<file path="src/design/b2g_pkg.sv">
// Shared constants and types of the bitmap to graphic RAM row writer.
package b2g_pkg;

  // Image store geometry: 32 rows of 32 bytes.
  localparam int IMG_WIDTH  = 8;
  localparam int IMG_DEPTH  = 1024;
  localparam int IMG_AW     = 10;
  localparam int ROW_BYTES  = 32;

  // Stream widths.
  localparam int S_TDATA_W  = 24;
  localparam int M_TDATA_W  = 8;

  // Item kinds carried in the slave tuser bit.
  localparam logic CMD_LOAD   = 1'b0;
  localparam logic CMD_RENDER = 1'b1;

  // Display address command prefix.
  localparam logic [7:0] ADDR_CMD = 8'h80;

  // One result item as it leaves the block.
  typedef struct packed {
    logic       is_data;
    logic [7:0] bus_byte;
    logic       last;
  } out_t;

  // A result issued by the sequencer; memory bytes arrive in the next cycle.
  typedef struct packed {
    logic       valid;
    logic       is_mem;
    logic       is_data;
    logic [7:0] bus_byte;
    logic       last;
  } issue_t;

  // Control of the image memory ports.
  typedef struct packed {
    logic                 we;
    logic [IMG_AW-1:0]    waddr;
    logic [IMG_WIDTH-1:0] wdata;
    logic                 re;
    logic [IMG_AW-1:0]    raddr;
  } ram_ctl_t;

endpackage

</file>
<file path="src/design/b2g_outq.sv">
// Output stage: memory return alignment and a two-item queue to the master side.
module b2g_outq
  import b2g_pkg::*;
(
  input  logic                 clk,
  input  logic                 rst,
  input  issue_t               issue,
  output logic                 issue_ready,
  input  logic [IMG_WIDTH-1:0] rdata,
  output logic                 m_tvalid,
  input  logic                 m_tready,
  output logic [M_TDATA_W-1:0] m_tdata,
  output logic [0:0]           m_tuser,
  output logic                 m_tlast
);

  logic       st_valid;
  logic       st_is_mem;
  logic       st_is_data;
  logic [7:0] st_byte;
  logic       st_last;

  out_t       q [2];
  logic       wp;
  logic       rp;
  logic [1:0] cnt;
  logic       push;
  logic       pop;
  logic [2:0] occ;
  out_t       head;
  out_t       entry;

  assign head     = q[rp];
  assign m_tvalid = (cnt != 2'd0);
  assign m_tdata  = head.bus_byte;
  assign m_tuser  = head.is_data;
  assign m_tlast  = head.last;

  assign pop  = m_tvalid && m_tready;
  assign push = st_valid;

  // An item may be issued when the queue will still have room for it.
  assign occ         = {1'b0, cnt} + {2'b00, st_valid} - {2'b00, pop};
  assign issue_ready = (occ < 3'd2);

  always_comb begin
    entry.is_data  = st_is_data;
    entry.bus_byte = st_is_mem ? rdata : st_byte;
    entry.last     = st_last;
  end

  // Alignment stage and queue pointers.
  always_ff @(posedge clk) begin
    if (rst) begin
      st_valid <= 1'b0;
      wp       <= 1'b0;
      rp       <= 1'b0;
      cnt      <= 2'd0;
    end else begin
      st_valid <= issue.valid && issue_ready;
      if (push) begin
        wp <= ~wp;
      end
      if (pop) begin
        rp <= ~rp;
      end
      cnt <= cnt + {1'b0, push} - {1'b0, pop};
    end
  end

  // Payload of the stage and the queue.
  always_ff @(posedge clk) begin
    st_is_mem  <= issue.is_mem;
    st_is_data <= issue.is_data;
    st_byte    <= issue.bus_byte;
    st_last    <= issue.last;
    if (push) begin
      q[wp] <= entry;
    end
  end

endmodule

</file>
<file path="config.mk">
export PLATFORM = sky130hd
export DESIGN_NAME = b2g_outq
export DESIGN_NICKNAME = d
export VERILOG_FILES = /design/src/design/b2g_pkg.sv /design/src/design/b2g_outq.sv
export SDC_FILE = /design/constraint.sdc
export NUM_CORES = 1
export LEC_CHECK = 0
export BUFFER_PORTS_ARGS = -buffer_cell sky130_fd_sc_hd__buf_2
export CAP_MARGIN = 10
export CORE_MARGIN = 8
export CORE_UTILIZATION = 40
export DETAILED_ROUTE_END_ITERATION = 8
export GPL_TIMING_DRIVEN = 0
export PLACE_DENSITY = 0.61
export SYNTH_ARGS = -nofsm -noshare
export SYNTH_HDL_FRONTEND = slang
export SYNTH_SLANG_ARGS = --single-unit
</file>
<file path="constraint.sdc">
create_clock -name clk -period 2.8 [get_ports clk]
set_input_delay 0.56 -clock clk [delete_from_list [all_inputs] [get_ports clk]]
set_output_delay 0.56 -clock clk [all_outputs]
set_load 0.02 [all_outputs]
</file>
# ---- Word level (Yosys, flattened, before mapping)
# Memories as Yosys holds them, arrays and structs flattened. A register that Yosys moved wholly into a read port is not among the register bits.
# Index checks and enable logic that the tools add are counted.
dict set report classes {
  reduce_logical 3
  n_addsub 4
  bitwise_logic 2
  muxes 5
  n_lt_le_gt_ge 1
}
# op n
set op_table {}
lappend op_table {{8-bit 2-to-1 mux} 1}
lappend op_table {{1-bit 2-to-1 mux} 4}
lappend op_table {{2-bit by 1-bit adder with 3-bit output} 1}
lappend op_table {{3-bit by 2-bit < comparator with 1-bit output, second input constant} 1}
lappend op_table {{3-bit by 1-bit subtractor with 3-bit output} 1}
lappend op_table {{2-bit by 1-bit adder with 2-bit output} 1}
lappend op_table {{1-bit logical AND} 2}
lappend op_table {{1-bit NOT} 2}
lappend op_table {{2-bit nonzero test} 1}
lappend op_table {{2-bit by 1-bit subtractor with 2-bit output} 1}
dict set report word_totals {
  output_inout_bits 12
  ramBits 20
  wordCells 24
  in_bits 23
  n_memories 1
  register_bits 16
}
# memory words width read_ports rd_ports_with_merged_regs wr line_no
set mem_list {}
lappend mem_list {q 2 10 1 1 1 b2g_outq.sv:23} ;# out_t q [2];

# ---- Longest topological paths before layout
# Gate-level depths: netlist (run 1).
dict set report depth {
  ltp_word 5
  mapped_depth 7
  mapped_depth_nobuf 7
}

# ---- Worst setup path after synthesis (run 1)
# OpenSTA, ideal clock, no wires.
dict set report synth_timing {
  path_type {input port to output port}
  start {input port m_tready}
  end {output port issue_ready}
  arrival_time_ps 1953
  path_slack_ps 287
  t_required_ps 2240
  path_stages 7
  cell_sequence {o21a_1 ha_1 inv_1 ha_1 fa_1 xnor2_1 nor2_1}
}
dict set report synth_via {
  elab_chain_len 3
}
# element line_no
set synth_lines {}
lappend synth_lines {{start, declared} b2g_outq.sv:11} ;# input logic m_tready,
lappend synth_lines {{1-bit logical AND} b2g_outq.sv:39} ;# assign pop = m_tvalid && m_tready;
lappend synth_lines {{3-bit by 1-bit subtractor with 3-bit output} b2g_outq.sv:43} ;# assign occ = {1'b0, cnt} + {2'b00, st_valid} - {2'b00, pop};
lappend synth_lines {{3-bit by 2-bit < comparator with 1-bit output} b2g_outq.sv:44} ;# assign issue_ready = (occ < 3'd2);
lappend synth_lines {{end, declared} b2g_outq.sv:8} ;# output logic issue_ready,
# Every way passes these cells.

# ---- Worst setup path after layout (run 1)
dict set report layout_timing {
  start {register cnt[0]}
  end {output port issue_ready}
}
dict set report layout_via {
  elab_chain_len 4
  elab_cells_between_ends 5
  cone_classes {add/sub: 2; order compare: 1; reduce/logical: 2}
}
# element line_no
set layout_lines {}
lappend layout_lines {{start, declared} b2g_outq.sv:26} ;# logic [1:0] cnt;
lappend layout_lines {{start signal, assigned} b2g_outq.sv:67} ;# cnt <= cnt + {1'b0, push} - {1'b0, pop};
lappend layout_lines {{2-bit nonzero test} b2g_outq.sv:34} ;# assign m_tvalid = (cnt != 2'd0);
lappend layout_lines {{1-bit logical AND} b2g_outq.sv:39}
lappend layout_lines {{net pop} b2g_outq.sv:28} ;# logic pop;
lappend layout_lines {{3-bit by 1-bit subtractor with 3-bit output} b2g_outq.sv:43}
lappend layout_lines {{3-bit by 2-bit < comparator with 1-bit output} b2g_outq.sv:44}
# The timed path passes the listed nets, and every way through them passes these cells.

==> results of run 1 <==
routing by layer:
metal	GRT usage	part of all wire
met1	0.0875	0.40
met3	0.0532	0.076
met2	0.152	0.51
met5	0	0
met4	0.0466	0.010
sequential cells by signal, summed over array words and instances, names as in the netlist, named ones only:
name,flops
q,20
st_byte,8
cnt,2
push,1
rp,1
st_is_data,1
st_is_mem,1
st_last,1
wp,1
through the flow:
step	util	cells	area, um2
4_1_cts	0.498	167	1620
2_1_floorplan	-	79	1320
6_report	0.520	170	1690
3_5_place_dp	0.474	159	1540
3_3_place_gp	0.474	159	1540
5_1_grt	0.520	170	1690
path summary, 6_finish.rpt:
check,startpoint,end,slack (ps)
max reg2reg,cnt[0],push,850
max,cnt[0],issue_ready,50
min,issue[2],st_byte[1],320
min reg2reg,st_last,q[1][0],440
what timing repair did:
| item | in CTS | in global routing |
|---|---|---|
| pin swaps | 1 | 4 |
| gates resized for setup | 2 | 10 |
| hold buffers | 0 | 0 |
| buffers inserted | 0 | 3 |
| gates cloned | 0 | 0 |
| setup endpoints to repair | 1 | 1 |
cell usage after synthesis:
master	n	area share
or2_2	1	0.0048
dfxtp_1	17	0.26
edfxtp_1	20	0.46
mux2_2	20	0.17
xnor2_1	2	0.013
ha_1	2	0.019
fa_1	1	0.015
buf_2	2	0.0076
inv_1	4	0.011
nor2b_1	3	0.014
nor4b_1	1	0.0067
and2_1	1	0.0048
o21a_1	1	0.0057
nor2_1	4	0.011
kinds of logic after synthesis:
family                   count (synthesis)  share of synthesized area
XOR/XNOR                                 2                     0.0133
multiplexers                            20                      0.171
adder cells (fa/ha/maj)                  3                     0.0342
AND/OR/NAND/NOR                         10                     0.0418
AO/OA/AOI/OAI                            1                    0.00571
buffers and inverters                    6                     0.0190
flip-flops                              37                      0.715
power breakdown:
part | leakage (nW) | total [mW] | internal, mW | switching, mW
sequential | 0.325 | 0.718 | 0.679 | 0.0393
combinational | 0.311 | 0.554 | 0.265 | 0.289
clock | 0.0399 | 0.343 | 0.186 | 0.157
total | 0.676 | 1.62 | 1.13 | 0.486
cell usage in the layout (no fill, tap or decap):
| cell | netlist | layout |
|---|---|---|
| buf_2 | 2 | 35 |
| mux2_2 | 20 | 20 |
| edfxtp_1 | 20 | 20 |
| dfxtp_1 | 17 | 15 |
| clkbuf_4 | 0 | 5 |
| nor2_1 | 4 | 4 |
| buf_4 | 0 | 4 |
| inv_1 | 4 | 3 |
| nor2b_1 | 3 | 3 |
| ha_4 | 0 | 2 |
| dfxtp_4 | 0 | 2 |
| o21a_4 | 0 | 1 |
| inv_2 | 0 | 1 |
| or2_2 | 1 | 1 |
| xnor2_2 | 0 | 1 |
| and2_1 | 1 | 1 |
| nor4b_1 | 1 | 1 |
| xnor2_1 | 2 | 1 |
| fa_2 | 0 | 1 |
| bufinv_16 | 0 | 1 |
| clkinv_1 | 0 | 1 |
| clkbuf_1 | 0 | 1 |
final cells by class:
class                   instances  share of cell area
plain buffers                   2             0.00591
repair buffers                 37               0.115
multi-input cells              36               0.232
clock buffers                   6              0.0244
flip-flops and latches         37               0.560
clock inverters                 2              0.0199
inverters                       4             0.00886
well taps                      46              0.0340
==> key figures, run 1 <==
Final layout
  • FF/Latch Area: 948 um2
  • Area added between synthesis and finish: 28.7%
  • Fin nets: roughly 150
  • Fill count: between 300 and 400
  • Share of layout cells above drive strength 1: 0.597
  • Multi-input logic area: ~390 um2
  • Ant diodes: 0

Routing
  • Vias/cell: roughly 4.4
  • Initial DRC count: 23
  • Detailed Routing Iterations Pass 1: 3
  • Post-Route WL: about 2400 um
  • DRT antenna net count: 0
  • Vias: 748
  • WL/cell: 13.9 um
  • DRC errors left: 0

Floorplanning
  • Die H: ~73 um
  • Area of the core: between 3000 and 4000 um2
  • Die footprint: approximately 5400 um2
  • Die width: 73.4 um
  • # rows: 21
  • IO Count: 35
  • Initial Util: 0.404

STA
  • Fmax achieved: between 300 and 400 MHz
  • Worst Clk Skew: 12.5 ps
  • Slew HR: 0.418
  • Setup ws final: between 40 and 50 ps
  • Setup TNS: 0 ps
  • Final-report hold violation count: 0
  • RSZ-0062 raised after global routing: yes
  • Final hold slack: 321 ps
  • Endpoints failing setup: 0
  • Min Tclk post-route: ~2800 ps
  • Least-Margin Pin Slew: between 800 and 900 ps
  • Final worst-path cycle share: 0.983
  • Max-slew violation count: 0

Pwr
  • Total Power: roughly 1.6 mW
  • Pwr per Cell Area: around 950 nW/um2
  • Static Leak: ~0.68 nW
  • Max rail drop VDD: about 0.00058 V

Clock network
  • CTS tree: built
  • CTS buffer count: 5
  • Clk slew on worst S/H paths: roughly 110 ps
  • Clock sinks: 37
  • Cell chosen for the clock root: clkbuf_4
  • # H-tree levels: 2
  • Clock latency on the worst-skew pair: around 330 ps
  • Clock Path Buffers: 2

Critical path
  • Critical path startpoint category: register
  • Critical path data required time: 2240 ps
  • CP dominant cell by count: ha_4
  • CP delay by family, top: adder cells
  • Total stage count of the critical path: 8
  • Maximum fanout along the worst path: 3
  • Buf+Inv Stages, Crit Path: 2
  • Arrival time of the worst setup path: around 2200 ps
  • Reg2reg path depth: 7
  • Slowest CP cell: fa_2
  • Critical path capture point type: primary output
  • Critical path type: register to primary output
  • Crit-path cells: o21a_4, ha_4, inv_2, ha_4, fa_2, xnor2_2, nor2_1, buf_4
  • Worst path max stage delay: around 400 ps

GRT
  • First-pass GRT wire length: 3520 um
  • Largest net degree at the start of global routing: 12
  • Initial antenna violation count: 0
  • Vias in the first global route: about 820
  • GRT overflow: 0
  • GRT Total Usage: 0.0913

Yosys
  • Synth unique cells: 14
  • Syn Inst Count: approximately 80
  • Post-Syn Nets: about 110
  • Flops & latches, synth: 37
  • Sequential fraction of the synthesis area: 0.715
  • Synthesized area: about 1300 um2
  • Yosys warns: 0
  • Mapped Avg Cell Area: roughly 17 um2

Placement
  • DP Wirelength: between 1500 and 2000 um
  • PortBufs: 34
  • Place WS: 157 ps
  • Global placement routability congestion: ~0.67

Run
  • Max_cap viols: 0

Min path
  • Min-Delay Path Class: primary input to register
  • Hold depth: 1

Status
  • Status: completed
No activity file was read; power rests on OpenSTA's default activity.
==> run 2: changes to the inputs <==
--- a/config.mk
+++ b/config.mk
@@ -5,7 +5,7 @@
 export SDC_FILE = /design/constraint.sdc
 export NUM_CORES = 1
 export LEC_CHECK = 0
-export BUFFER_PORTS_ARGS = -buffer_cell sky130_fd_sc_hd__buf_2
+export BUFFER_PORTS_ARGS = -buffer_cell sky130_fd_sc_hd__buf_4
 export CAP_MARGIN = 10
 export CORE_MARGIN = 8
 export CORE_UTILIZATION = 40
==> run 2 against run 1 <==
Effect of this change: first-iteration DRC count increased by 140%; power decreased by 7.2%; routed wire length decreased by 2.7%.
==> key figures, run 2 (synthesis gave the netlist of run 1 again) <==
Critical path
  • Buf+Inv Stages, Crit Path: 2 (unchanged)
  • CP delay by family, top: adder cells
  • Slowest CP cell: fa_2
  • CP dominant cell by count: ha_1
  • Crit-path cells: o21a_1, ha_1, inv_1, ha_1, fa_2, nor2_1, buf_4
  • Arrival time of the worst setup path: 2100 ps (-90 ps)
  • Maximum fanout along the worst path: 3 (unchanged)
  • Worst path max stage delay: 560 ps (+160 ps)
  • Critical path data required time: 2240 ps (about the same)
  • Critical path startpoint category: register
  • Critical path capture point type: primary output
  • Critical path type: register to primary output

Floorplanning
  • IO Count: 35 (unchanged)
  • Area of the core: 3260 um2 (unchanged)
  • Initial Util: 0.404 (unchanged)
  • Die width: 73.4 um (unchanged)
  • Die footprint: 5380 um2 (unchanged)
  • # rows: 21 (unchanged)
  • Die H: 73.4 um (unchanged)

GRT
  • Largest net degree at the start of global routing: 12 (unchanged)
  • First-pass GRT wire length: 3650 um (+3.7%)
  • GRT overflow: 0 (unchanged)
  • Vias in the first global route: 849 (+4.2%)
  • Initial antenna violation count: 0 (unchanged)
  • GRT Total Usage: 0.0932 (+0.00194)

Final layout
  • Biggest register: q
  • Ant diodes: 0 (unchanged)
  • Most frequent cells in the layout: buf_4 (35), mux2_2 (20), edfxtp_1 (20), dfxtp_1 (16), clkbuf_4 (5)
  • Regs by FF count: q: 20 flops, st_byte: 8 flops, cnt: 2 flops
  • Area added between synthesis and finish: 28.4%
  • Commonest non-fill, non-tap cell in the layout: buf_4
  • Fill count: 306 (-1.3%)
  • Share of layout cells above drive strength 1: 0.541 (-0.0558)
  • Core Util, Final: 0.519 (-0.00115)
  • Finished Layout Cells: 168 (-1.2%)
  • Fin nets: 147 (-1.3%)
  • Max FFs per register: 20 (unchanged)

Clock network
  • # H-tree levels: 2 (unchanged)
  • Clk slew on worst S/H paths: 110 ps (about the same)
  • Cell chosen for the clock root: clkbuf_4
  • CTS tree: built
  • CTS hold repair buffers: 0 (unchanged)
  • Clock Path Buffers: 2 (unchanged)
  • Clock sinks: 37 (unchanged)
  • Clock latency on the worst-skew pair: 330 ps (about the same)
  • CTS buffer count: 5 (unchanged)

Routing
  • Post-Route WL: 2300 um (-2.7%)
  • WL/cell: 13.7 um (-1.6%)
  • DRT antenna net count: 0 (unchanged)
  • Metal3 WL: 206 um (+14%)
  • Vias/cell: 4.42 (+0.51%)
  • Detailed Routing Iterations Pass 1: 2 (-1)
  • Initial DRC count: 56 (+140%)
  • M1 WL: 821 um (-14%)
  • DRC errors left: 0 (unchanged)
  • Vias: 743 (-0.67%)
  • Top sig layer: met4
  • Met2 routed WL: 1230 um (+1.7%)

STA
  • Least-Margin Pin Slew: 829 ps (-40.0 ps)
  • Fmax achieved: 376 MHz (+3.3%)
  • Worst Clk Skew: 12.0 ps (-0.581 ps)
  • Max-slew violation count: 0 (unchanged)
  • Final hold slack: 322 ps (+0.312 ps)
  • Endpoints failing setup: 0 (unchanged)
  • Slew HR: 0.445 (+0.0267)
  • Final-report hold violation count: 0 (unchanged)
  • Final worst-path cycle share: 0.951 (-0.0317)
  • Min Tclk post-route: 2660 ps (-88.9 ps)

Run
  • Max_cap viols: 0 (unchanged)

Placement
  • PortBufs: 34 (unchanged)
  • Dpl cells: 159 (unchanged)
  • Global placement routability congestion: 0.627 (-6.1%)
  • DP Wirelength: 1670 um (+4.8%)

Pwr
  • Pwr per Cell Area: 887 nW/um2 (-7.0%)
  • Max rail drop VDD: 0.000458 V (-22%)
  • Static Leak: 0.676 nW (about the same)

Min path
  • Min-Delay Path Class: primary input to register

Status
  • Status: completed
==> run 2: per-stage QoR <==
stage	setup TNS [ps]	setup slack, ps	area, um2	power [mW]
finish	0	138	1690	1.50
floorplan	0	287	1320	1.04
global placement	0	167	1630	1.24
CTS	0	14.2	1680	1.51
detailed placement	0	155	1630	1.25
global route	-13.4	-13.4	1690	1.60
==> run 2: worst reg2reg max path, stage by stage (launching register included) <==
cell and delay [ps]:
dfxtp_1 330, o21a_1 200, ha_1 270, inv_1 60, ha_1 160, fa_2 460
nor4b_1 300
==> run 2: repair_timing <==
item | 4_1_cts | 5_1_grt
endpoints found under the setup margin | 0 | 1
setup buffers | 0 | 1
resized for setup | 0 | 2
endpoints found under the hold margin | 0 | 0
==> run 2: layout make-up <==
class	count	area, um2	area share
clock inverter	1	5.00	0.00296
multi-input combinational	36	353	0.209
tap	46	57.6	0.0340
buffer	2	10.0	0.00592
inverter	4	15.0	0.00888
sequential	37	942	0.557
timing repair buffer	35	263	0.155
clock buffer	7	45.0	0.0266
==> run 2: power by group <==
group | internal (mW) | switching (mW) | leakage (nW)
Combinational | 0.267 | 0.270 | 0.322
Sequential | 0.672 | 0.0332 | 0.325
Clock | 0.0979 | 0.159 | 0.0293
==> run 2: worst paths after layout <==
check / depth (start not counted) / slack [ps] / to / from
setup / recovery: 7 / 140 / issue_ready / cnt[0]
hold / removal: 1 / 320 / st_last / issue[0]
setup reg to reg: 6 / 940 / push / cnt[0]
hold reg to reg: 0 / 450 / q[1][9] / st_is_data
==> run 2: metal layers <==
| layer | vias up | GRT usage |
|---|---|---|
| met5 | - | 0 |
| met4 | 0 | 0.0532 |
| met3 | 6 | 0.0532 |
| met2 | 24 | 0.168 |
| met1 | 346 | 0.0776 |
| li1 | 367 | - |
==> run 3: changes to the inputs <==
--- a/config.mk
+++ b/config.mk
@@ -7,6 +7,7 @@
 export LEC_CHECK = 0
 export BUFFER_PORTS_ARGS = -buffer_cell sky130_fd_sc_hd__buf_4
 export CAP_MARGIN = 10
+export CORE_ASPECT_RATIO = 1.75
 export CORE_MARGIN = 8
 export CORE_UTILIZATION = 40
 export DETAILED_ROUTE_END_ITERATION = 8
==> run 3 against run 2 <==
Effect of this change: critical path depth did not move; clock power up 32%; worst setup slack lost 37 ps; sequential power about the same; power rose by 5.9%; final area rose by 1.6%; routed wire length up 1.5%; maximum frequency fell by 1.4%; core utilization up 2.8 points; sequential share of layout area down 0.89 points; combinational power up 1%; via count fell by 1.2%; critical endpoint unchanged; largest power group unchanged.
==> key figures, run 3 (synthesis gave the netlist of run 1 again) <==
Floorplanning
  • Initial Util: 0.419 (+0.0150)
  • IO Count: 35 (unchanged)
  • Die footprint: 5450 um2 (+1.3%)
  • Area of the core: 3140 um2 (-3.6%)
  • Die width: 59.4 um (-19%)
  • Die H: 91.9 um (+25%)
  • # rows: 27 (+29%)

Min path
  • Min-Delay Path Class: primary input to register
  • Hold depth: 1 (unchanged)

Critical path
  • Critical path type: register to primary output
  • Critical path capture point type: primary output
  • Arrival time of the worst setup path: 2140 ps (+40 ps)
  • Maximum fanout along the worst path: 4 (+1)
  • Reg2reg path depth: 6 (unchanged)
  • Critical path data required time: 2240 ps (about the same)
  • Critical path startpoint category: register

Routing
  • Detailed Routing Iterations Pass 1: 4 (+2)
  • Met2 routed WL: 1360 um (+11%)
  • Metal3 WL: 168 um (-18%)
  • DRC errors left: 0 (unchanged)
  • Top sig layer: met4
  • Vias/cell: 4.48 (+1.2%)
  • Post-Route WL: 2340 um (+1.5%)
  • Initial DRC count: 6 (-89%)
  • WL/cell: 14.2 um (+4.0%)
  • Vias: 734 (-1.2%)
  • M1 WL: 728 um (-11%)
  • DRT antenna net count: 0 (unchanged)

Pwr
  • Max rail drop VDD: 0.000848 V (+85%)
  • Pwr per Cell Area: 924 nW/um2 (+4.2%)
  • Total Power: 1.59 mW (+5.9%)
  • Static Leak: 0.692 nW (+2.3%)

Final layout
  • Finished Cell Area: 1720 um2 (+1.6%)
  • Commonest non-fill, non-tap cell in the layout: buf_4
  • Share of layout cells above drive strength 1: 0.545 (+0.00447)
  • Core Util, Final: 0.547 (+0.0280)
  • Area added between synthesis and finish: 30.5%
  • Fin nets: 146 (-0.68%)
  • Biggest register: q
  • Ant diodes: 0 (unchanged)
  • Max FFs per register: 20 (unchanged)
  • Regs by FF count: q: 20 flops, st_byte: 8 flops, cnt: 2 flops
  • Finished Layout Cells: 164 (-2.4%)
  • Fill count: 297 (-2.9%)
  • Most frequent cells in the layout: buf_4 (34), mux2_2 (20), edfxtp_1 (20), dfxtp_1 (16), clkbuf_8 (5)

Clock network
  • Setup bufs post-CTS: 0 (unchanged)
  • Clock sinks: 37 (unchanged)
  • CTS buffer count: 5 (unchanged)
  • Clk slew on worst S/H paths: 70 ps (-40 ps)
  • Clock Path Buffers: 2 (unchanged)
  • # H-tree levels: 2 (unchanged)
  • CTS hold repair buffers: 0 (unchanged)
  • Cell chosen for the clock root: clkbuf_8
  • Clock latency on the worst-skew pair: 280 ps (-50 ps)
  • CTS tree: built

STA
  • Worst Clk Skew: 3.11 ps (-8.85 ps)
  • Fmax achieved: 370 MHz (-1.4%)
  • Min Tclk post-route: 2700 ps (+37.1 ps)
  • Slew HR: 0.436 (-0.00923)
  • Least-Margin Pin Slew: 843 ps (+13.8 ps)
  • Endpoints failing setup: 0 (unchanged)
  • Final-report hold violation count: 0 (unchanged)
  • Max-slew violation count: 0 (unchanged)
  • Final worst-path cycle share: 0.964 (+0.0132)

Placement
  • PortBufs: 34 (unchanged)
  • Placed cell area: 1630 um2 (-0.23%)
  • Global placement routability congestion: 0.641 (+2.3%)
  • Dpl cells: 156 (-1.9%)

GRT
  • Vias in the first global route: 834 (-1.8%)
  • First-pass GRT wire length: 3630 um (-0.58%)
  • GRT Total Usage: 0.0935 (+0.000247)
  • Initial antenna violation count: 0 (unchanged)
  • GRT overflow: 0 (unchanged)
  • Largest net degree at the start of global routing: 12 (unchanged)

Run
  • Max_cap viols: 0 (unchanged)

Status
  • Status: completed
run 3: cell count changes in the layout (fill, tap and decap cells not counted):
cell,change
xnor2_2,+1
clkbuf_1,-2
buf_4,-1
clkbuf_8,+5
clkbuf_4,-5
xnor2_1,-1
clkinv_1,+2
run 3: cell type report:
cell class                 count  area, um2  area share
tap                           43       53.8      0.0313
inverter                       4       15.0     0.00874
buffer                         2       10.0     0.00583
sequential                    37        942       0.548
clock buffer                   5       68.8      0.0401
clock inverter                 3       12.5     0.00728
multi-input combinational     36        360       0.210
timing repair buffer          34        255       0.149
run 3: path summary, 6_finish.rpt:
kind | from | to | slack [ps]
setup reg to reg | cnt[1] | push | 860
hold reg to reg | st_is_data | q[1][9] | 440
hold / removal | issue[10] | st_is_mem | 370
setup / recovery | cnt[1] | issue_ready | 100
run 3: per-stage QoR:
| stage | setup TNS (ps) | hold WS [ps] | setup WS, ps |
|---|---|---|---|
| CTS | 0 | 363 | 35.9 |
| global route | -14.8 | 357 | -14.8 |
| global placement | 0 | 407 | 174 |
| detailed placement | 0 | 424 | 119 |
| finish | 0 | 374 | 100 |
| floorplan | 0 | 404 | 287 |
run 3: repair_timing:
item / 4_1_cts / 5_1_grt
resized for setup: 0 / 3
hold endpoints to repair: 0 / 0
setup endpoints to repair: 0 / 1
run 3: power by group:
part           internal, mW  switching (mW)  total (mW)
logic                 0.270           0.273       0.543
registers             0.673          0.0337       0.707
clock network         0.167           0.170       0.337
total                  1.11           0.477        1.59
run 3: critical path, cell delays in order, from the launching register on:
cell and delay, ps:
dfxtp_2 350, o21a_1 230, ha_1 280, inv_1 40, ha_1 200, fa_2 560, nor2_1 50, buf_4 150
run 3: per-layer routing:
metal	global-route usage	up-vias
li1	-	358
met1	0.0687	346
met2	0.170	22
met3	0.0476	8
met4	0.0663	0
met5	0	-
