<file path="config.mk">
export PLATFORM = sky130hd
export DESIGN_NAME = b2g_seq
export DESIGN_NICKNAME = d
export VERILOG_FILES = /design/src/design/b2g_pkg.sv /design/src/design/b2g_seq.sv
export SDC_FILE = /design/constraint.sdc
export NUM_CORES = 1
export LEC_CHECK = 0
export BUFFER_PORTS_ARGS = -buffer_cell sky130_fd_sc_hd__buf_4
export CAP_MARGIN = 20
export CORE_ASPECT_RATIO = 0.7
export CORE_UTILIZATION = 49
export CTS_CLUSTER_DIAMETER = 100
export CTS_CLUSTER_SIZE = 14
export DETAILED_ROUTE_END_ITERATION = 12
export GPL_TIMING_DRIVEN = 0
export HOLD_SLACK_MARGIN = 0.1
export PLACE_DENSITY = 0.85
export SYNTH_ARGS = -nofsm -noshare
export SYNTH_HDL_FRONTEND = slang
export SYNTH_SLANG_ARGS = --single-unit
</file>
<file path="constraint.sdc">
create_clock -name clk -period 2.2 [get_ports clk]
set_clock_uncertainty 0.1 [all_clocks]
set_input_delay 0.44 -clock clk [delete_from_list [all_inputs] [get_ports clk]]
set_output_delay 0.44 -clock clk [all_outputs]
set_load 0.03 [all_outputs]
</file>
<file path="src/design/b2g_pkg.sv">
// Shared constants and types of the bitmap to graphic RAM row writer.
package b2g_pkg;

  // Image store geometry: 32 rows of 32 bytes.
  localparam int IMG_WIDTH  = 8;
  localparam int IMG_DEPTH  = 1024;
  localparam int IMG_AW     = 10;
  localparam int ROW_BYTES  = 32;

  // Stream widths.
  localparam int S_TDATA_W  = 24;
  localparam int M_TDATA_W  = 8;

  // Item kinds carried in the slave tuser bit.
  localparam logic CMD_LOAD   = 1'b0;
  localparam logic CMD_RENDER = 1'b1;

  // Display address command prefix.
  localparam logic [7:0] ADDR_CMD = 8'h80;

  // One result item as it leaves the block.
  typedef struct packed {
    logic       is_data;
    logic [7:0] bus_byte;
    logic       last;
  } out_t;

  // A result issued by the sequencer; memory bytes arrive in the next cycle.
  typedef struct packed {
    logic       valid;
    logic       is_mem;
    logic       is_data;
    logic [7:0] bus_byte;
    logic       last;
  } issue_t;

  // Control of the image memory ports.
  typedef struct packed {
    logic                 we;
    logic [IMG_AW-1:0]    waddr;
    logic [IMG_WIDTH-1:0] wdata;
    logic                 re;
    logic [IMG_AW-1:0]    raddr;
  } ram_ctl_t;

endpackage

</file>
<file path="src/design/b2g_seq.sv">
// Sequencer: clearing pass, read-modify-write loads and render issue.
module b2g_seq
  import b2g_pkg::*;
(
  input  logic                 clk,
  input  logic                 rst,
  input  logic                 s_tvalid,
  output logic                 s_tready,
  input  logic [S_TDATA_W-1:0] s_tdata,
  input  logic [0:0]           s_tuser,
  output issue_t               issue,
  input  logic                 issue_ready,
  output ram_ctl_t             ram,
  input  logic [IMG_WIDTH-1:0] rdata
);

  localparam logic [1:0] ST_CLEAR  = 2'd0;
  localparam logic [1:0] ST_IDLE   = 2'd1;
  localparam logic [1:0] ST_LOAD   = 2'd2;
  localparam logic [1:0] ST_RENDER = 2'd3;

  localparam logic [IMG_AW-1:0] CLEAR_LAST  = IMG_AW'(IMG_DEPTH - 1);
  localparam logic [IMG_AW-1:0] LOAD_LAST   = IMG_AW'(7);
  localparam logic [IMG_AW-1:0] RENDER_LAST = IMG_AW'(ROW_BYTES + 1);
  localparam logic [IMG_AW-1:0] FIRST_DATA  = IMG_AW'(2);

  logic [1:0]        state;
  logic [IMG_AW-1:0] step;
  logic [9:0]        idx;
  logic [7:0]        pix;
  logic [4:0]        row;
  logic              lw_valid;
  logic [IMG_AW-1:0] lw_addr;
  logic              lw_bit;

  logic              accept;
  logic              fire;
  logic [IMG_AW-1:0] load_addr;
  logic [4:0]        col_byte;
  logic [7:0]        mask;

  assign s_tready = (state == ST_IDLE);
  assign accept   = s_tvalid && s_tready;

  // Source byte at page p, column x: image row {p[1:0], k}, byte {p[2], x[6:3]}.
  assign load_addr = {idx[8:7], step[2:0], idx[9], idx[6:3]};
  assign mask      = 8'h80 >> idx[2:0];
  assign col_byte  = step[4:0] - 5'd2;

  // Render results: two address commands, then the row's bytes from memory.
  always_comb begin
    issue.valid    = (state == ST_RENDER);
    issue.is_mem   = (step >= FIRST_DATA);
    issue.is_data  = (step >= FIRST_DATA);
    issue.bus_byte = (step == '0) ? (ADDR_CMD | {3'b000, row}) : ADDR_CMD;
    issue.last     = (step == RENDER_LAST);
  end

  assign fire = issue.valid && issue_ready;

  // Memory ports: clearing writes, load write-back, load and render reads.
  always_comb begin
    ram.we    = 1'b0;
    ram.waddr = lw_addr;
    ram.wdata = lw_bit ? (rdata | mask) : (rdata & ~mask);
    ram.re    = 1'b0;
    ram.raddr = load_addr;
    if (state == ST_CLEAR) begin
      ram.we    = 1'b1;
      ram.waddr = step;
      ram.wdata = '0;
    end else if (lw_valid) begin
      ram.we    = 1'b1;
    end
    if (state == ST_LOAD) begin
      ram.re    = 1'b1;
    end else if (state == ST_RENDER) begin
      ram.re    = fire && issue.is_mem;
      ram.raddr = {row, col_byte};
    end
  end

  // Control state.
  always_ff @(posedge clk) begin
    if (rst) begin
      state    <= ST_CLEAR;
      step     <= '0;
      lw_valid <= 1'b0;
    end else begin
      lw_valid <= (state == ST_LOAD);
      case (state)
        ST_CLEAR: begin
          step <= step + 1'b1;
          if (step == CLEAR_LAST) begin
            state <= ST_IDLE;
            step  <= '0;
          end
        end
        ST_IDLE: begin
          step <= '0;
          if (accept) begin
            state <= (s_tuser[0] == CMD_LOAD) ? ST_LOAD : ST_RENDER;
          end
        end
        ST_LOAD: begin
          step <= step + 1'b1;
          if (step == LOAD_LAST) begin
            state <= ST_IDLE;
          end
        end
        ST_RENDER: begin
          if (fire) begin
            step <= step + 1'b1;
            if (step == RENDER_LAST) begin
              state <= ST_IDLE;
            end
          end
        end
        default: begin
          state <= ST_IDLE;
        end
      endcase
    end
  end

  // Item fields and the pending write-back of a load.
  always_ff @(posedge clk) begin
    if (accept) begin
      idx <= s_tdata[9:0];
      pix <= s_tdata[17:10];
      row <= s_tdata[22:18];
    end
    lw_addr <= load_addr;
    lw_bit  <= pix[step[2:0]];
  end

endmodule

</file>
# Yosys cells after proc, flatten, opt, wreduce, memory -nomap -nowiden
# Cells that the tools add are included.
[totals]
reg_bits = 47
input_bits = 37
wordCells = 53
[op_classes]
addsub = 2
order_cmp = 2
n_eq_ne = 11
shifts = 1
muxes = 20
bitwise_logic = 3
reduce_logical = 6
[op_table]
columns = ["op", "count"]
rows = [
  ["$pmux 10 s4", 1],
  ["$mux 10", 3],
  ["$mux 18", 1],
  ["$mux 11", 1],
  ["$add 10x1->10 const B", 1],
  ["$eq 10x10->1 const B", 1],
  ["$eq 10x3->1 const B", 1],
  ["$eq 10x6->1 const B", 1],
  ["$ge 10x2->1 const B", 1],
  ["$logic_not 10->1", 1],
  ["$mux 2", 5],
  ["$and 8x8->8", 1],
  ["$mux 8", 1],
  ["$ne 2x1->1 const B", 4],
  ["$not 8->8", 1],
  ["$or 8x8->8", 1],
  ["$pmux 2 s4", 1],
  ["$shr 8x3->8 const A", 1],
  ["$mux 1", 5],
  ["$mux 5", 1],
  ["$reduce_and 5->1", 1],
  ["$sub 5x2->5 const B", 1],
  ["$eq 2x2->1 const B", 2],
  ["$lt 3x4->1 const B", 1],
  ["5 further kinds", 7],
]

# Depth between registers and ports, before layout
# Gate-level depths: netlist (run 1).
[logic_depth]
depth_word = 5
ltp_mapped = 5

# Worst setup path before layout (run 1)
# OpenSTA, ideal clock, no wires.
[synth_timing]
path_type = "register to register"
startpoint = "reg state[0]"
endpoint = "reg idx[0] (enable)"
setup_ns = 0.383
t_arrival_ns = 1.934
slack_ns = -0.218
path_stages_with_launch = 4
path_buffers = 1
synth_period_minus_slack_ns = 2.418
cell_sequence = "dfxtp_1 > clkbuf_1 > nor2b_1 > and2_1"
[synth_between]
elab_chain_cells = 2
[synth_rtl]
columns = ["element", "line", "source"]
rows = [
  ["start: declaration", "b2g_seq.sv:27", "logic [1:0] state;"],
  ["start signal: assignment", "b2g_seq.sv:102", "state <= (s_tuser[0] == CMD_LOAD) ? ST_LOAD : ST_RENDER;"],
  ["$eq 2x1->1", "b2g_seq.sv:42", "assign s_tready = (state == ST_IDLE);"],
  ["named net s_tready", "b2g_seq.sv:8", "output logic s_tready,"],
  ["$logic_and 1x1->1", "b2g_seq.sv:43", "assign accept = s_tvalid && s_tready;"],
  ["named net accept", "b2g_seq.sv:36", "logic accept;"],
  ["end signal: assignment", "b2g_seq.sv:129", "idx <= s_tdata[9:0];"],
  ["end: declaration", "b2g_seq.sv:29", "logic [9:0] idx;"],
]
# The timed path passes the listed nets, and every way through them passes these cells.
# A chain may end at the register's enable or synchronous reset.

==> results of run 1 <==
==> worst min-delay path by stage <==
stage,from,end,slack [ns]
2_1_floorplan,idx[7],lw_addr[8],0.24
3_3_place_gp,idx[7],lw_addr[8],0.25
3_5_place_dp,idx[7],lw_addr[8],0.25
4_1_cts,s_tdata[16],pix[6],0.19
5_1_grt,s_tdata[16],pix[6],0.19
6_report,s_tdata[16],pix[6],0.20
==> metrics by stage <==
| stage | hold slack (ns) | power [µW] |
|---|---|---|
| after floorplan | 0.242 | 1100 |
| after global routing | 0.191 | 1890 |
| after global placement | 0.248 | 1200 |
| after detailed placement | 0.250 | 1210 |
| final | 0.200 | 1830 |
| after CTS | 0.193 | 1830 |
==> kinds of logic (layout without fill, tap and decap cells) <==
group	Yosys count	after routing	share of synthesized area, %
muxes	21	21	11.1
buffers and inverters	19	107	4.46
DFF	47	47	52.1
AOI/OAI and AO/OA	16	16	4.57
other	2	3	0.334
and+or+nand+nor	86	86	19.7
xor gates and xnor gates	11	11	4.29
adders and majority gates	6	6	3.34
==> state kept, by name (all words and copies together), names as in the netlist <==
name,count
lw_bit,1
lw_valid,1
lw_addr,10
idx,10
step,10
state,2
pix,8
row,5
==> report_power, final <==
group	internal [µW]	leakage (µW)	switching [µW]	total, µW
logic	130	0.000902	134	264
registers	928	0.000408	14.9	943
clock network	333	0.0000556	292	624
total	1390	0.00137	441	1830
==> area by class of cell <==
cell class	instances	area share [%]
multi-input cells	143	32.4
well taps	55	2.21
inverters	5	0.603
repair buffers	84	20.6
plain buffers	10	2.57
clock inverters	3	1.25
clock buffers	5	2.21
flip-flops and latches	47	38.1
==> cell usage in the layout, fill, tap and decap left out, drive strengths merged, types with 2 or more instances in the layout <==
cell | netlist | layout
conb | 2 | 3
nor3b | 4 | 4
dfxtp | 24 | 24
clkinv | 0 | 2
edfxtp | 23 | 23
inv | 5 | 5
ha | 6 | 6
o21ai | 9 | 9
nor3 | 7 | 7
mux4 | 2 | 2
and2 | 6 | 6
nor4b | 2 | 2
xnor2 | 11 | 11
nand2 | 25 | 25
a21oi | 2 | 2
clkbuf | 6 | 7
nand3 | 3 | 3
nand3b | 2 | 2
mux2i | 7 | 7
nor2 | 24 | 24
buf | 8 | 92
or2 | 2 | 2
mux2 | 12 | 12
nor4 | 3 | 3
==> per-layer routing <==
metal	global-route usage [%]	up-vias	wire length (µm)
met4	9.11	0	80
met5	0	-	0
met3	5.75	8	410
met1	27.1	874	2240
met2	34.5	79	2450
li1	-	891	-
==> repair_timing <==
action / CTS / global route
endpoints found under the setup margin: 38 / 23
pin swaps: 2 / 5
buffers inserted: 2 / 7
resized for setup: 18 / 11
hold buffers: 0 / 0
==> Flow_metrics.wiki, run 1 <==
{| class="wikitable"
! Metric !! Value
|-
| Run status || completed
|-
| Num Clock Sinks || 47
|-
| Pin count of the biggest net entering global routing || 25
|-
| Layout Area Growth over Synthesis || 38.6%
|-
| Final worst path period share || 99.9%
|-
| Power per unit of standard cell area || 588 nW/µm²
|-
| Design area || slightly above 3000 µm²
|-
| DIE WIDTH || 82.9 µm
|-
| Number of port buffers || 75
|-
| Slowest-stage cell, CP || sky130_fd_sc_hd__dfxtp_2
|-
| Total Negative Setup Slacks || 0 ns
|-
| Total count of max-transition violations in the final report || 0
|-
| Leakage power of the design || 0.00137 µW
|-
| Final WS setup || ~0.0017 ns
|-
| Destination of the worst register-to-register timing path || step[3]
|-
| Synthesis-stage register bit count || 47
|-
| Placeable core region || 4380 µm²
|-
| Number of buffers between clock root and the deepest sink || 2
|-
| Via count || 1,852
|-
| Global router's overall resource usage || 21.2%
|-
| Arrival time worst endpoint || 1.66 ns
|-
| Sequential cell area || around 1200 µm²
|-
| Fraction of final layout cells with drive strength greater than 1 || 45.1%
|-
| Critical path launch point type || flip-flop
|-
| Capturing instance or port of the critical path || issue[1]
|-
| Synth Area per Inst || 10.8 µm²
|-
| Number of enable-type register cells in the synthesized netlist || 23
|-
| Largest fanout of any net on the critical path || 5
|-
| Number of antenna violations at the first check in global routing || 0
|-
| Insertion delay of the later-clocked pin in the worst-skew pair || 0.31 ns
|-
| Antenna violation net count after detailed routing || 0
|-
| Shortest period the worst path allows || 2.20 ns
|-
| Wire length of the first global-routing pass || 7820 µm
|-
| Die Area || 4860 µm²
|-
| Critical Path Source || step[9]
|-
| Max Clock Freq || 455 MHz
|-
| Starting density of the core || 51.3%
|-
| Fraction of the core area covered by cells at the end of the flow || 71.1%
|-
| Proportion of netlist area held by the largest area contributor || 30.8%
|-
| Detailed-routing iteration count for the pre-antenna-repair pass || 4
|-
| H-tree Lvls || 2
|-
| Fin nets || between 300 and 400
|-
| Die Span Y || 58.6 µm
|-
| Worst-case vdd ir drop || 0.409 mV
|-
| Standard-cell row count || 20
|-
| List of cells traversed by the critical path || nor4_4 > and4_4 > and2_1 > buf_4
|-
| Total standard cell area after synthesis || between 2000 and 2500 µm²
|-
| Instance area at placement || 2890 µm²
|-
| Number of cell instances on the worst register-to-register path || 6
|-
| Data required, critical path || 1.66 ns
|-
| Warning count from the yosys run || 0
|-
| Area leader, netlist || sky130_fd_sc_hd__edfxtp_1
|-
| Max Cap Violations || 0
|-
| Most frequently used cell type in the post-synthesis netlist || sky130_fd_sc_hd__nand2_1
|-
| Cell at the root of the clock tree || sky130_fd_sc_hd__clkbuf_8
|-
| Rel. slew slack || 61.2%
|-
| Vias in the first global route || 1,613
|-
| ANT cells || 0
|-
| CP Capture Type || output port
|-
| Global placer's final weighted congestion || 0.862
|-
| Final WL || slightly above 5000 µm
|-
| Kind of path behind the tightest hold check || in2reg
|-
| Area used by multi-input combinational logic || ~1000 µm²
|-
| Slew at the pin closest to its max-slew limit || 0.581 ns
|-
| I/O pin count || 80
|-
| Place WS || -0.221 ns
|-
| Number of instances in the synthesized netlist || about 210
|-
| Hold Violations, Final || 0
|-
| Async S/R FF share, synth || 0%
|-
| Largest incremental delay on the critical path || 0.37 ns
|-
| Reg clk slew, reported paths || around 0.09 ns
|-
| Final number of setup-violating endpoints || 0
|-
| Portion of the post-synthesis area used by sequential elements || 52.1%
|-
| Final HPWL DP || 3470 µm
|-
| Hold Path Stages || 1
|-
| Register-to-register setup slack || ~0.23 ns
|-
| Flip-flop cell with the highest count after synthesis || sky130_fd_sc_hd__dfxtp_1
|-
| Count of distinct cell types in the synthesized netlist || 40
|-
| Logic depth of the worst setup path including buffers || 4
|-
| Type of the worst setup path || reg2out
|-
| Worst R2R Start || step[0]
|-
| Clock tree from TritonCTS || built
|-
| DRT iter0 DRCs || 97
|-
| RSZ-0062 raised after global routing || yes
|-
| Number of cells in the finished layout apart from fillers || 352
|-
| Top cells by area in the synthesized netlist || sky130_fd_sc_hd__edfxtp_1 31%, sky130_fd_sc_hd__dfxtp_1 21%, sky130_fd_sc_hd__mux2_2 6.0%, sky130_fd_sc_hd__xnor2_1 4.3%, sky130_fd_sc_hd__nand2_1 4.2%
|-
| Cts bufs inserted || 5
|-
| Synth top cells by count || 25 x sky130_fd_sc_hd__nand2_1, 24 x sky130_fd_sc_hd__dfxtp_1, 23 x sky130_fd_sc_hd__edfxtp_1, 23 x sky130_fd_sc_hd__nor2_1, 12 x sky130_fd_sc_hd__mux2_2
|-
| Detailed-route vias per instance || 5.26
|-
| Wire length per cell after detailed routing || 14.7 µm
|-
| Global route total overflow || 0
|-
| DRC violation count after routing || 0
|-
| Fill count || 328
|-
| Worst path buffer plus inverter count || 1
|-
| Critical path's top delay family || simple AND/OR/NAND/NOR gates
|-
| # placed instances || about 340
|}
(Power assumes the default switching activity.)
==> run 2: changes to the inputs <==
--- a/config.mk
+++ b/config.mk
@@ -9,4 +9,4 @@
 export CAP_MARGIN = 20
-export CORE_ASPECT_RATIO = 0.7
-export CORE_UTILIZATION = 49
+export CORE_ASPECT_RATIO = 1.75
+export CORE_UTILIZATION = 53
 export CTS_CLUSTER_DIAMETER = 100
@@ -16,3 +16,3 @@
 export HOLD_SLACK_MARGIN = 0.1
-export PLACE_DENSITY = 0.85
+export PLACE_DENSITY = 0.9
 export SYNTH_ARGS = -nofsm -noshare
==> constraint.sdc (replaced) <==
create_clock -name clk -period 2.8 [get_ports clk]
set_clock_uncertainty 0.1 [all_clocks]
set_input_delay 0.14 -clock clk [delete_from_list [all_inputs] [get_ports clk]]
set_output_delay 0.14 -clock clk [all_outputs]
set_load 0.03 [all_outputs]
==> run 2 against run 1 <==
Net effect:
- non-clock buffer count is 21 higher
- setup slack better by 0.35 ns
- register-to-register slack better by 0.37 ns
- critical endpoint is now ram[20]
- flip-flop and latch count stayed put
- die area is 7.2% lower
- via count is 8.5% higher
- design area is 4.8% higher
- global-route usage is 8.4 points higher
==> Flow_metrics.wiki, run 2 (same netlist as run 1, synthesis figures left out) <==
{| class="wikitable"
! Metric !! Value
|-
| Total Negative Setup Slacks || 0 ns
|-
| Largest fanout of any net on the critical path || 10
|-
| Power per unit of standard cell area || approximately 450 nW/µm²
|-
| Arrival time worst endpoint || 2.20 ns
|-
| Largest registers ranked by flip-flop count || idx x10, lw_addr x10, step x10
|-
| Leakage power of the design || 0.00141 µW
|-
| Rel. slew slack || 62.5%
|-
| CTS-repair resized insts || 0
|-
| Global router's overall resource usage || between 20 and 30%
|-
| Reg clk slew, reported paths || 0.08 ns
|-
| Placeable core region || just over 4000 µm²
|-
| Detailed-route vias per instance || about 5.5
|-
| Number of cells in the finished layout apart from fillers || ~370
|-
| Fraction of final layout cells with drive strength greater than 1 || 35.2%
|-
| Final number of setup-violating endpoints || 0
|-
| Antenna violation net count after detailed routing || 0
|-
| ANT cells || 0
|-
| DRC violation count after routing || 0
|-
| Via count || around 2,000
|-
| Cts bufs inserted || 5
|-
| Max Cap Violations || 0
|-
| Num Clock Sinks || 47
|-
| RSZ-0062 raised after global routing || no
|-
| Wire length of the first global-routing pass || 9580 µm
|-
| # placed instances || 333
|-
| Shortest period the worst path allows || 2.44 ns
|-
| H-tree Lvls || 2
|-
| CP Capture Type || output port
|-
| Starting density of the core || 54.6%
|-
| Insertion delay of the later-clocked pin in the worst-skew pair || 0.30 ns
|-
| Most frequent standard cell in the layout excluding fill and tap cells || sky130_fd_sc_hd__buf_4
|-
| Total design power || 1470 µW
|-
| Cell at the root of the clock tree || sky130_fd_sc_hd__clkbuf_8
|-
| Vias in the first global route || 1,937
|-
| Fill count || around 250
|-
| Total count of max-transition violations in the final report || 0
|-
| Global route total overflow || 0
|-
| Die Area || approximately 4500 µm²
|-
| Run status || completed
|-
| Hold Violations, Final || 0
|-
| Data required, critical path || 2.56 ns
|-
| Pin count of the biggest net entering global routing || 25
|-
| Critical path launch point type || flip-flop
|-
| Max Clock Freq || 409 MHz
|-
| Final worst path period share || 87.3%
|-
| Worst-case vdd ir drop || 0.474 mV
|-
| Detailed-routing iteration count for the pre-antenna-repair pass || 5
|-
| Kind of path behind the tightest hold check || in2reg
|-
| Post-CTS Setup Bufs || 0
|-
| Slew at the pin closest to its max-slew limit || 0.557 ns
|-
| Global placer's final weighted congestion || 0.831
|-
| Number of buffers between clock root and the deepest sink || 2
|-
| Final WL || around 6500 µm
|-
| Final HPWL DP || 3550 µm
|-
| Number of port buffers || 75
|-
| Standard-cell row count || 31
|-
| Layout Area Growth over Synthesis || 45.3%
|-
| Wire length per cell after detailed routing || between 15 and 20 µm
|-
| Clock tree from TritonCTS || built
|-
| Fin nets || 360
|-
| Die Span Y || around 88 µm
|-
| Most frequent cells in the layout || 80 x sky130_fd_sc_hd__buf_4, 25 x sky130_fd_sc_hd__nand2_1, 25 x sky130_fd_sc_hd__dlygate4sd3_1, 24 x sky130_fd_sc_hd__dfxtp_1
|-
| Type of the worst setup path || reg2out
|-
| DRT iter0 DRCs || 80
|-
| Number of antenna violations at the first check in global routing || 0
|-
| DIE WIDTH || around 51 µm
|-
| I/O pin count || 80
|}
run 2: cell types whose count changed in the layout (fill, tap and decap cells not counted), sizes merged:
cell and delta:
inv +1, clkinv -1, buf -8, clkbuf +4, dlygate4sd3 +25
run 2: per-layer routing:
| layer | GRT usage [%] | wire, µm | vias to the layer above |
|---|---|---|---|
| met1 | 31.4 | 2300 | 959 |
| met4 | 12.5 | 168 | 0 |
| met2 | 56.2 | 3710 | 101 |
| li1 | - | - | 931 |
| met5 | 0 | 0 | - |
| met3 | 4.51 | 348 | 18 |
run 2: final cells by class:
class	count	area, µm²	area share [%]
multi-input combinational	143	978	30.0
timing repair buffer	101	841	25.8
buffer	14	81.3	2.49
sequential	47	1170	35.9
clock buffer	5	68.8	2.11
clock inverter	3	42.5	1.30
inverter	5	18.8	0.575
tap	49	61.3	1.88
run 2: worst max-delay path: stages (launching register included):
cell                       delay (ns)
sky130_fd_sc_hd__dfxtp_1         0.31
sky130_fd_sc_hd__clkbuf_1        0.21
sky130_fd_sc_hd__nor2_2          0.52
sky130_fd_sc_hd__buf_2           0.32
sky130_fd_sc_hd__mux2_2          0.37
sky130_fd_sc_hd__buf_4           0.17
run 2: worst paths after layout:
| path | start | slack [ns] | to | cells past startpoint |
|---|---|---|---|---|
| worst max-delay path | state[0] | 0.36 | ram[20] | 5 |
| worst min-delay path | issue_ready | 0.12 | state[1] | 3 |
| worst max register to register | step[1] | 0.60 | step[4] | 5 |
| worst min register to register | idx[3] | 0.28 | lw_addr[0] | 0 |
run 2: repair_timing:
item | 4_1_cts | 5_1_grt
setup endpoints to repair | 0 | 0
endpoints found under the hold margin | 29 | 0
hold buffers | 25 | 0
run 2: through the flow:
step	worst slack, ns	cell area, µm²	util (%)	hold slack [ns]
2_1_floorplan	0.382	2250	-	0.106
3_3_place_gp	0.390	2870	69.9	0.218
3_5_place_dp	0.350	2870	69.9	0.219
4_1_cts	0.345	3240	78.7	0.107
5_1_grt	0.268	3260	79.4	0.137
6_report	0.357	3260	79.4	0.118
run 2: report_power, final:
group	switching (µW)	internal (µW)
clock network	234	266
registers	13.9	729
logic	114	115
==> run 3: changes to the inputs <==
CORE_UTILIZATION = 55   (was 53)
CTS_BUF_LIST = sky130_fd_sc_hd__clkbuf_4   (was not set)
PLACE_DENSITY = 0.93   (was 0.9)
==> run 3 against run 2 <==
Net effect:
- worst hold slack gained 0.18 ns
- sequential power barely moved
- critical path depth is 1 higher
- register-to-register slack lost 0.18 ns
- via count rose by 9.1%
- maximum frequency decreased by 11%
- largest cell class unchanged
- largest power group unchanged
==> Flow_metrics.wiki, run 3 (same netlist as run 1, synthesis figures left out) <==
{| class="wikitable"
! Metric !! Value
|-
| Detailed-routing iteration count for the pre-antenna-repair pass || 5
|-
| Cts bufs inserted || 5
|-
| Number of antenna violations at the first check in global routing || 0
|-
| Fin nets || 362
|-
| Final HPWL DP || 3650 µm
|-
| Run status || completed
|-
| RSZ-0062 raised after global routing || no
|-
| Max Cap Violations || 0
|-
| Critical path launch point type || flip-flop
|-
| Arrival time worst endpoint || roughly 2.5 ns
|-
| Num Clock Sinks || 47
|-
| Starting density of the core || 57.5%
|-
| Most frequent standard cell in the layout excluding fill and tap cells || sky130_fd_sc_hd__buf_4
|-
| Wire length per cell after detailed routing || 20.7 µm
|-
| Fill count || 188
|-
| Worst R2R Start || step[1]
|-
| Top sig layer || met4
|-
| DIE WIDTH || 50.3 µm
|-
| Register-to-register setup slack || 0.42 ns
|-
| Global route total overflow || 0
|-
| Data required, critical path || roughly 2.6 ns
|-
| List of cells traversed by the critical path || buf_2 > nor4_1 > nand4b_1 > nand2_1 > a21boi_0 > buf_4
|-
| Standard-cell row count || 30
|-
| Shortest period the worst path allows || 2.74 ns
|-
| Wire length of the first global-routing pass || 10,600 µm
|-
| Kind of path behind the tightest hold check || reg2reg
|-
| Layout Area Growth over Synthesis || 46.0%
|-
| End point of the most critical hold path || lw_addr[9]
|-
| Min-delay src || idx[8]
|-
| Largest incremental delay on the critical path || 0.69 ns
|-
| Total count of max-transition violations in the final report || 0
|-
| Instance area at placement || between 2000 and 3000 µm²
|-
| Power per unit of standard cell area || approximately 460 nW/µm²
|-
| Fraction of final layout cells with drive strength greater than 1 || a little over a third
|-
| Total Negative Setup Slacks || 0 ns
|-
| Critical path's top delay family || simple AND/OR/NAND/NOR gates
|-
| Worst-case vdd ir drop || 0.530 mV
|-
| CP Capture Type || output port
|-
| # placed instances || 332
|-
| Via count || 2,192
|-
| DRC violation count after routing || 0
|-
| Largest registers ranked by flip-flop count || idx x10, lw_addr x10, step x10
|-
| Slowest-stage cell, CP || sky130_fd_sc_hd__nor4_1
|-
| Met3 routed wirelength || 713 µm
|-
| Reg clk slew, reported paths || 0.16 ns
|-
| Rel. slew slack || 49.6%
|-
| Leakage power of the design || ~0.0014 µW
|-
| Number of cells in the finished layout apart from fillers || 368
|-
| Final WL || 7630 µm
|-
| DRT iter0 DRCs || 217
|-
| Most frequent cells in the layout || 80 x sky130_fd_sc_hd__buf_4, 27 x sky130_fd_sc_hd__dlygate4sd3_1, 25 x sky130_fd_sc_hd__nand2_1, 24 x sky130_fd_sc_hd__dfxtp_1
|-
| Detailed-route vias per instance || 5.96
|-
| Placeable core region || 3900 µm²
|-
| Design area || 3280 µm²
|-
| Global placer's final weighted congestion || 0.828
|-
| Area used by multi-input combinational logic || between 900 and 1000 µm²
|-
| Routed length on met1 || 2380 µm
|-
| Global router's overall resource usage || 33.9%
|-
| I/O pin count || 80
|-
| H-tree Lvls || 2
|-
| Met2 wire len || 4100 µm
|-
| Antenna violation net count after detailed routing || 0
|-
| Die Span Y || 86.5 µm
|-
| Pin count of the biggest net entering global routing || 25
|-
| Sequential cell area || 1170 µm²
|-
| Hold Violations, Final || 0
|-
| Worst path buffer plus inverter count || 2
|-
| ANT cells || 0
|-
| Final number of setup-violating endpoints || 0
|-
| Type of the worst setup path || reg2out
|-
| Slew at the pin closest to its max-slew limit || 0.750 ns
|-
| Largest fanout of any net on the critical path || 7
|-
| Number of buffers between clock root and the deepest sink || 2
|-
| Destination of the worst register-to-register timing path || step[7]
|-
| Number of cell instances on the worst register-to-register path || 5
|-
| Max Clock Freq || around 370 MHz
|-
| Die Area || 4350 µm²
|-
| Vias in the first global route || 2,138
|-
| Hold Path Stages || 0
|-
| Number of port buffers || 75
|-
| Final worst path period share || 97.8%
|-
| Cell at the root of the clock tree || sky130_fd_sc_hd__clkbuf_4
|-
| Clock tree from TritonCTS || built
|-
| Insertion delay of the later-clocked pin in the worst-skew pair || roughly 0.4 ns
|}
-- run 3: cell types whose count changed in the layout (fill, tap and decap cells not counted) --
cell	change
sky130_fd_sc_hd__clkbuf_4	+5
sky130_fd_sc_hd__inv_8	+1
sky130_fd_sc_hd__clkinv_1	-1
sky130_fd_sc_hd__bufinv_16	+1
sky130_fd_sc_hd__dlygate4sd3_1	+2
sky130_fd_sc_hd__clkbuf_8	-5
sky130_fd_sc_hd__inv_6	-1
-- run 3: worst max-delay path by stage --
stage,cells past startpoint,slack (ns),from,end
after global placement,3,0.46,state[0],idx[1]
after global routing,6,0.03,step[4],ram[10]
after detailed placement,3,0.42,state[0],idx[2]
after CTS,5,0.29,state[0],ram[20]
after floorplan,3,0.38,state[0],idx[0]
final,6,0.06,step[4],ram[10]
-- run 3: per-layer routing --
layer	global-route usage, %	vias to the layer above
met5	0	-
met4	21.0	0
met3	7.02	43
met2	59.9	181
met1	35.7	1032
li1	-	936
-- run 3: repair_timing --
action,in CTS,in global routing
endpoints found under the hold margin,30,0
gates resized for setup,0,0
hold buffers,27,0
setup buffers,0,0
-- run 3: report_power, final --
part	switching (µW)	internal, µW	total [µW]	leakage, µW
clock	256	284	540	0.0000573
combinational	123	117	240	0.000963
sequential	14.6	729	744	0.000404
total	394	1130	1520	0.00142
-- run 3: worst register-to-register path: cells and delay by family, from the launching register on --
kind,cells,cell delay [ns]
flip-flops,1,0.67
adder cells (fa/ha/maj),1,0.30
AND/OR/NAND/NOR,4,1.19
-- run 3: layout make-up --
| type | count | share of cell area, % |
|---|---|---|
| sequential | 47 | 35.7 |
| tap | 48 | 1.83 |
| multi-input combinational | 143 | 29.8 |
| inverter | 5 | 0.572 |
| clock inverter | 3 | 2.17 |
| clock buffer | 5 | 1.14 |
| timing repair buffer | 103 | 26.2 |
| buffer | 14 | 2.48 |
-- run 3: stage by stage --
stage                     hold WS (ns)  setup slack (ns)  power (µW)  util [%]
after floorplan                  0.106             0.382         861         -
after global placement           0.218             0.457         943      73.6
after detailed placement         0.219             0.417         949      73.6
after CTS                        0.284             0.293        1490      83.3
after global routing             0.320            0.0258        1550      84.0
final                            0.300            0.0628        1520      84.0
